File: config.mk
export PLATFORM = sky130hd
export DESIGN_NAME = ipv4_first_match_prefix_classifier_core
export DESIGN_NICKNAME = d
export VERILOG_FILES = /design/src/rtl/pfc_pkg.sv /design/src/rtl/pfc_table.sv /design/src/rtl/pfc_match.sv /design/src/rtl/ipv4_first_match_prefix_classifier_core.sv
export SDC_FILE = /design/constraint.sdc
export NUM_CORES = 2
export LEC_CHECK = 0
export ABC_CLOCK_PERIOD_IN_PS = 7080
export BUFFER_PORTS_ARGS = -buffer_cell sky130_fd_sc_hd__buf_2
export CAP_MARGIN = 40
export CELL_PAD_IN_SITES_DETAIL_PLACEMENT = 1
export CELL_PAD_IN_SITES_GLOBAL_PLACEMENT = 2
export CORE_ASPECT_RATIO = 1.4
export CORE_UTILIZATION = 41
export CTS_CLUSTER_SIZE = 10
export DETAILED_ROUTE_END_ITERATION = 7
export GPL_ROUTABILITY_DRIVEN = 0
export GPL_TIMING_DRIVEN = 0
export PLACE_DENSITY_LB_ADDON = 0.1
export SLEW_MARGIN = 20
export SYNTH_ARGS = -nofsm -noshare
export SYNTH_HDL_FRONTEND = slang
export SYNTH_SLANG_ARGS = --single-unit
export TNS_END_PERCENT = 30
File: constraint.sdc
create_clock -name clk -period 7.08 [get_ports clk]
set_input_delay 1.416 -clock clk [delete_from_list [all_inputs] [get_ports clk]]
set_output_delay 1.416 -clock clk [all_outputs]
set_load 0.05 [all_outputs]
File: src/rtl/pfc_pkg.sv
package pfc_pkg;

    localparam int TABLE_ENTRIES = 16;
    localparam int SLOT_W        = (TABLE_ENTRIES > 1) ? $clog2(TABLE_ENTRIES) : 1;
    localparam int ADDR_W        = 32;
    localparam int INDEX_W       = 4;
    localparam int PREFIX_W      = 6;
    localparam logic [PREFIX_W-1:0] PREFIX_MAX = PREFIX_W'(ADDR_W);

    typedef enum logic
    {
        CMD_WRITE  = 1'b0,
        CMD_LOOKUP = 1'b1
    } command_t;

    typedef struct packed
    {
        command_t            command;
        logic [INDEX_W-1:0]  entry_index;
        logic                entry_valid;
        logic [ADDR_W-1:0]   entry_net;
        logic [PREFIX_W-1:0] entry_prefix;
        logic [ADDR_W-1:0]   query_addr;
    } request_t;

    typedef struct packed
    {
        logic               matched;
        logic [INDEX_W-1:0] match_index;
        logic [ADDR_W-1:0]  result_addr;
    } result_t;

    // table write port
    typedef struct packed
    {
        logic              en;
        logic [SLOT_W-1:0] slot;
        logic              valid;
        logic [ADDR_W-1:0] net;
        logic [ADDR_W-1:0] mask;
    } table_wr_t;

    typedef struct packed
    {
        logic              hit;
        logic [SLOT_W-1:0] slot;
        logic [ADDR_W-1:0] net;
    } match_t;

    // prefix length to network mask, lengths above 32 saturate
    function automatic logic [ADDR_W-1:0] prefix_mask(input logic [PREFIX_W-1:0] plen);
        logic [PREFIX_W-1:0] sat;
        sat = (plen > PREFIX_MAX) ? PREFIX_MAX : plen;
        if (sat == '0)
        begin
            return '0;
        end
        return {ADDR_W{1'b1}} << (PREFIX_MAX - sat);
    endfunction

endpackage

File: src/rtl/pfc_table.sv
module pfc_table
(
    input  logic                      clk,
    input  logic                      rst_n,
    input  pfc_pkg::table_wr_t        wr,
    output logic [pfc_pkg::ADDR_W-1:0] net  [pfc_pkg::TABLE_ENTRIES],
    output logic [pfc_pkg::ADDR_W-1:0] mask [pfc_pkg::TABLE_ENTRIES],
    output logic [pfc_pkg::TABLE_ENTRIES-1:0] valid
);
    import pfc_pkg::*;

    logic [ADDR_W-1:0]        net_reg  [TABLE_ENTRIES];
    logic [ADDR_W-1:0]        mask_reg [TABLE_ENTRIES];
    logic [TABLE_ENTRIES-1:0] valid_reg;

    always_ff @(posedge clk or negedge rst_n)
    begin
        if (!rst_n)
        begin
            valid_reg <= '0;
        end
        else if (wr.en)
        begin
            valid_reg[wr.slot] <= wr.valid;
        end
    end

    // base and mask are stored even when the slot is being removed
    always_ff @(posedge clk)
    begin
        if (wr.en)
        begin
            net_reg[wr.slot]  <= wr.net;
            mask_reg[wr.slot] <= wr.mask;
        end
    end

    assign net   = net_reg;
    assign mask  = mask_reg;
    assign valid = valid_reg;

endmodule

File: src/rtl/pfc_match.sv
module pfc_match
(
    input  logic [pfc_pkg::ADDR_W-1:0]        query,
    input  logic [pfc_pkg::ADDR_W-1:0]        net  [pfc_pkg::TABLE_ENTRIES],
    input  logic [pfc_pkg::ADDR_W-1:0]        mask [pfc_pkg::TABLE_ENTRIES],
    input  logic [pfc_pkg::TABLE_ENTRIES-1:0] valid,
    output pfc_pkg::match_t                   match
);
    import pfc_pkg::*;

    logic [TABLE_ENTRIES-1:0] hit_vec;

    always_comb
    begin
        for (int i = 0; i < TABLE_ENTRIES; i++)
        begin
            hit_vec[i] = valid[i] && ((query & mask[i]) == net[i]);
        end
    end

    // priority select: walk from the top so the lowest slot wins
    always_comb
    begin
        match.hit  = 1'b0;
        match.slot = '0;
        match.net  = '0;
        for (int i = TABLE_ENTRIES - 1; i >= 0; i--)
        begin
            if (hit_vec[i])
            begin
                match.hit  = 1'b1;
                match.slot = SLOT_W'(i);
                match.net  = net[i];
            end
        end
    end

endmodule

File: src/rtl/ipv4_first_match_prefix_classifier_core.sv
// channel   | handshake        | payload
// ----------+------------------+-------------------
// request   | start / busy     | request (request_t)
// result    | done (strobe)    | result  (result_t)
//
// One item per cycle; busy stays low. Each item gives one result via the
// input register, then parallel masked compares over all slots and a
// priority select into the result register.
// A write updates the table at the same edge its result is registered, so the
// next item already sees it. rst_n clears the slot valid bits at once.
// Results are not held: done is high for one cycle per item.
module ipv4_first_match_prefix_classifier_core
(
    input  logic              clk,
    input  logic              rst_n,
    input  logic              start,
    output logic              busy,
    input  pfc_pkg::request_t request,
    output logic              done,
    output pfc_pkg::result_t  result
);
    import pfc_pkg::*;

    logic     in_vld_reg;
    request_t in_reg;
    logic     done_reg;
    result_t  result_reg;
    result_t  result_next;

    table_wr_t                wr;
    match_t                   match;
    logic [ADDR_W-1:0]        net  [TABLE_ENTRIES];
    logic [ADDR_W-1:0]        mask [TABLE_ENTRIES];
    logic [TABLE_ENTRIES-1:0] valid;
    logic [ADDR_W-1:0]        masked_net;

    assign busy = 1'b0;

    always_ff @(posedge clk or negedge rst_n)
    begin
        if (!rst_n)
        begin
            in_vld_reg <= 1'b0;
            done_reg   <= 1'b0;
        end
        else
        begin
            in_vld_reg <= start && !busy;
            done_reg   <= in_vld_reg;
        end
    end

    always_ff @(posedge clk)
    begin
        if (start && !busy)
        begin
            in_reg <= request;
        end
        if (in_vld_reg)
        begin
            result_reg <= result_next;
        end
    end

    assign masked_net = in_reg.entry_net & prefix_mask(in_reg.entry_prefix);

    // writes beyond the table leave it unchanged
    always_comb
    begin
        wr.en    = in_vld_reg && (in_reg.command == CMD_WRITE) &&
                   (32'(in_reg.entry_index) < 32'(TABLE_ENTRIES));
        wr.slot  = SLOT_W'(in_reg.entry_index);
        wr.valid = in_reg.entry_valid;
        wr.net   = masked_net;
        wr.mask  = prefix_mask(in_reg.entry_prefix);
    end

    pfc_table u_table
    (
        .clk   (clk),
        .rst_n (rst_n),
        .wr    (wr),
        .net   (net),
        .mask  (mask),
        .valid (valid)
    );

    pfc_match u_match
    (
        .query (in_reg.query_addr),
        .net   (net),
        .mask  (mask),
        .valid (valid),
        .match (match)
    );

    always_comb
    begin
        case (in_reg.command)
            CMD_WRITE:
            begin
                result_next.matched     = 1'b0;
                result_next.match_index = in_reg.entry_index;
                result_next.result_addr = masked_net;
            end
            CMD_LOOKUP:
            begin
                result_next.matched     = match.hit;
                result_next.match_index = match.hit ? INDEX_W'(match.slot) : '0;
                result_next.result_addr = match.hit ? match.net : in_reg.query_addr;
            end
            default:
            begin
                result_next = '0;
            end
        endcase
    end

    assign done   = done_reg;
    assign result = result_reg;

endmodule

==> run metrics <==
multi-input logic area=0.01711 mm^2; worst-margin pin slew=1.061 ns; maxcap violations=0; clock latency at the later pin of the worst-skew pair=0.82 ns; CTS root buf=clkbuf_16; Power Density=265.6 mW/mm^2; final hold vios=0; drt drc=0; DRT iter0 DRCs=4485; total gr overflow=0; Die H=425.3 um; final cell count without fillers=6070; Final setup viols=0; Req. time, crit path=7.61 ns; clock sink count=1155; Reg clk slew, reported paths=0.06 ns; Buf/Inv on CP=2; I/O pin cnt=118; CP cell instances=buf_2, a21boi_0, nor4_1, nand4_1, nor4_2, nand3_1, clkbuf_1, nand4_1, a221oi_1, a211oi_1, o221ai_1, o211a_1; Mean Syn Cell Area=13.34 um^2; most frequent CP cell=nand4_1; Routed Antenna Nets=0; placed cell count=5811; largest net degree at the start of global routing=49; Initial Utilization=41.51%; IO buf count=116; post-synth cell types=88; die area=0.1294 mm^2; Yosys reg bits=1155; period utilization=90.63%; Site Rows=154; vias in the first global route=39335; Post-synth ARST share=1.558%; Post-synth EDFFs=1137; DP Worst Slack=1.034 ns; Setup WS post-layout=0.6631 ns; layout cell share with drive strength beyond 1=14.15%; worst-case vdd ir drop=0.0002636 V; vias post-DR=39113; area of the mapped netlist=0.05248 mm^2; # fillers=12715; first-pass GRT wire length=331500 um; Slew headroom=28.61%; Critical Path Start Type=register; CP endpoint kind=register; Crit path max-delay family=simple AND/OR/NAND/NOR gates; Leakage=0.02088 uW; crit path kind=reg -> reg; minimum clock period=6.417 ns; crit path max fanout=10; initial antenna violation count=18; Mapped Nets=4016; clk_skew=0.03026 ns; Worst EP arrival=6.95 ns; cts repair resizes=0; Final Max Tran Viols=0; max incr delay on CP=0.88 ns; DP Wirelength=196300 um; status=completed; fmax=155.8 MHz; drt wl/cell=40.93 um; vias per cell=6.444; overall global routing resource usage=38.43%; Synth Instances=3933; total wire length=248500 um; core outline area=0.1264 mm^2; CTS tree=built; fin util=48.64%; Crit-path slowest cell=nor4_1; r2r worst-path depth=12; Final Net Count=4432; Clock H-tree levels=4; synth-to-layout area growth=17.16%; DRT Pass-1 Iters=6; CTS Hold Bufs=0; Yosys warnings=0; CTS Buffer Depth=3; unrepaired setup endpoints after global routing=no; WP depth=12; ys flop type=edfxtp_1; CTS buffer count=137; Post-CTS Setup Bufs=0; Die Width=304.4 um; part of the Yosys area used for sequential elements=65.92%; worst hold path type=in -> async; sequential standard cell area=0.03460 mm^2
synthesized netlist by cell type, drive strengths merged (25+ instances only):
cell     instances  area share [%]
edfxtp        1137              65
nand2          435             3.1
xor2           256             4.3
nand4          181             2.2
nor2           154             1.1
nand3          141             1.3
nor4           136             1.7
and3b          128             2.1
a21boi         119             1.7
clkbuf         111            0.79
buf             91            0.98
nor3            78            0.74
a211oi          74             1.1
a21oi           70            0.67
and3            68            0.81
a221oi          62             1.1
inv             55            0.39
a21o            47            0.67
o2111ai         47            0.78
a221o           41            0.78
and2            39            0.46
o21ai           36            0.34
xnor2           35            0.58
a41oi           31            0.52
a22o            30            0.50
o221ai          26            0.45
o21a            25            0.36
logic make-up (layout without fill, tap and decap cells):
logic type / after synthesis / count (layout) / synth area share (%)
and+or+nand+nor: 1464 / 1464 / 15.24
DFF: 1155 / 1155 / 65.92
AOI/OAI and AO/OA: 742 / 742 / 11.31
xor gates and xnor gates: 291 / 291 / 4.857
buffers and inverters: 257 / 747 / 2.165
muxes: 19 / 19 / 0.4030
adders and majority gates: 4 / 4 / 0.09538
other: 1 / 10 / 0.007146
path summary, 6_finish.rpt:
| check | start | end | slack, ns |
|---|---|---|---|
| worst max-delay path | in_reg[15]$_DFFE_PP_ | result[27]$_DFFE_PP_ | 0.66 |
| worst min-delay path | rst_n | u_table.valid[1]$_DFFE_PN0P_ | 0.51 |
| worst max register to register | in_reg[15]$_DFFE_PP_ | result[27]$_DFFE_PP_ | 0.66 |
| worst min register to register | u_table.valid[3]$_DFFE_PN0P_ | u_table.valid[3]$_DFFE_PN0P_ | 0.54 |
| max in group asynchronous | rst_n | u_table.valid[12]$_DFFE_PN0P_ | 6.06 |
| min in group clk | u_table.valid[3]$_DFFE_PN0P_ | u_table.valid[3]$_DFFE_PN0P_ | 0.54 |
power by group:
group | switching (uW) | total [uW] | internal [uW] | leakage [uW]
Clock | 2880 | 6530 | 3650 | 0.00190
Sequential | 149 | 8040 | 7890 | 0.0104
Combinational | 1350 | 1760 | 406 | 0.00859
per-layer routing:
metal / vias up / track usage [%] / part of all wire (%)
li1: 16352 / - / -
met4: 2 / 44.59 / 14
met2: 1998 / 61.58 / 47
met3: 817 / 6.637 / 5.9
met1: 19944 / 40.46 / 34
met5: - / 0 / 0.0060
stage by stage:
stage	setup TNS, ns	cell area [um^2]	power (uW)	hold WS, ns
3_5_place_dp	0	57060	9824	0.5259
3_3_place_gp	-1144.79	55110	9657	0.5217
4_1_cts	0	61010	16280	0.4757
6_report	0	61480	16330	0.5075
5_1_grt	0	61460	16630	0.4861
2_1_floorplan	0	52480	8772	0.4870
worst reg2reg max path: cells and delay by family, from the launching register on:
family	cells	cell delay [ns]
and+or+nand+nor	5	2.54
AOI/OAI and AO/OA	5	1.92
DFF	1	0.64
buffers and inverters	2	1.05
cell usage in the layout (no fill, tap or decap), types with 53 or more instances in the layout:
| cell | Yosys | final |
|---|---|---|
| buf_4 | 5 | 53 |
| and3b_1 | 128 | 128 |
| nor4_1 | 131 | 131 |
| edfxtp_1 | 1137 | 1137 |
| clkbuf_16 | 0 | 138 |
| nor2_1 | 152 | 134 |
| a211oi_1 | 74 | 71 |
| inv_1 | 55 | 54 |
| nor3_1 | 78 | 72 |
| clkbuf_1 | 111 | 161 |
| nand2_1 | 435 | 434 |
| nand4_1 | 179 | 179 |
| a221oi_1 | 56 | 56 |
| and3_1 | 68 | 67 |
| xor2_1 | 256 | 250 |
| buf_2 | 74 | 205 |
| nand3_1 | 141 | 141 |
| a21oi_1 | 70 | 61 |
| a21boi_0 | 109 | 101 |
area by class of cell:
cell class / instances / share of cell area [%]
Inverter: 55 / 0.3358
Multi-Input combinational cell: 2521 / 27.83
Clock inverter: 21 / 0.4213
Clock buffer: 192 / 5.996
Timing Repair Buffer: 277 / 4.258
Buffer: 202 / 1.514
Sequential cell: 1155 / 56.27
Antenna cell: 9 / 0.03663
Tap cell: 1638 / 3.334
Power figures use the tool's default switching activity.
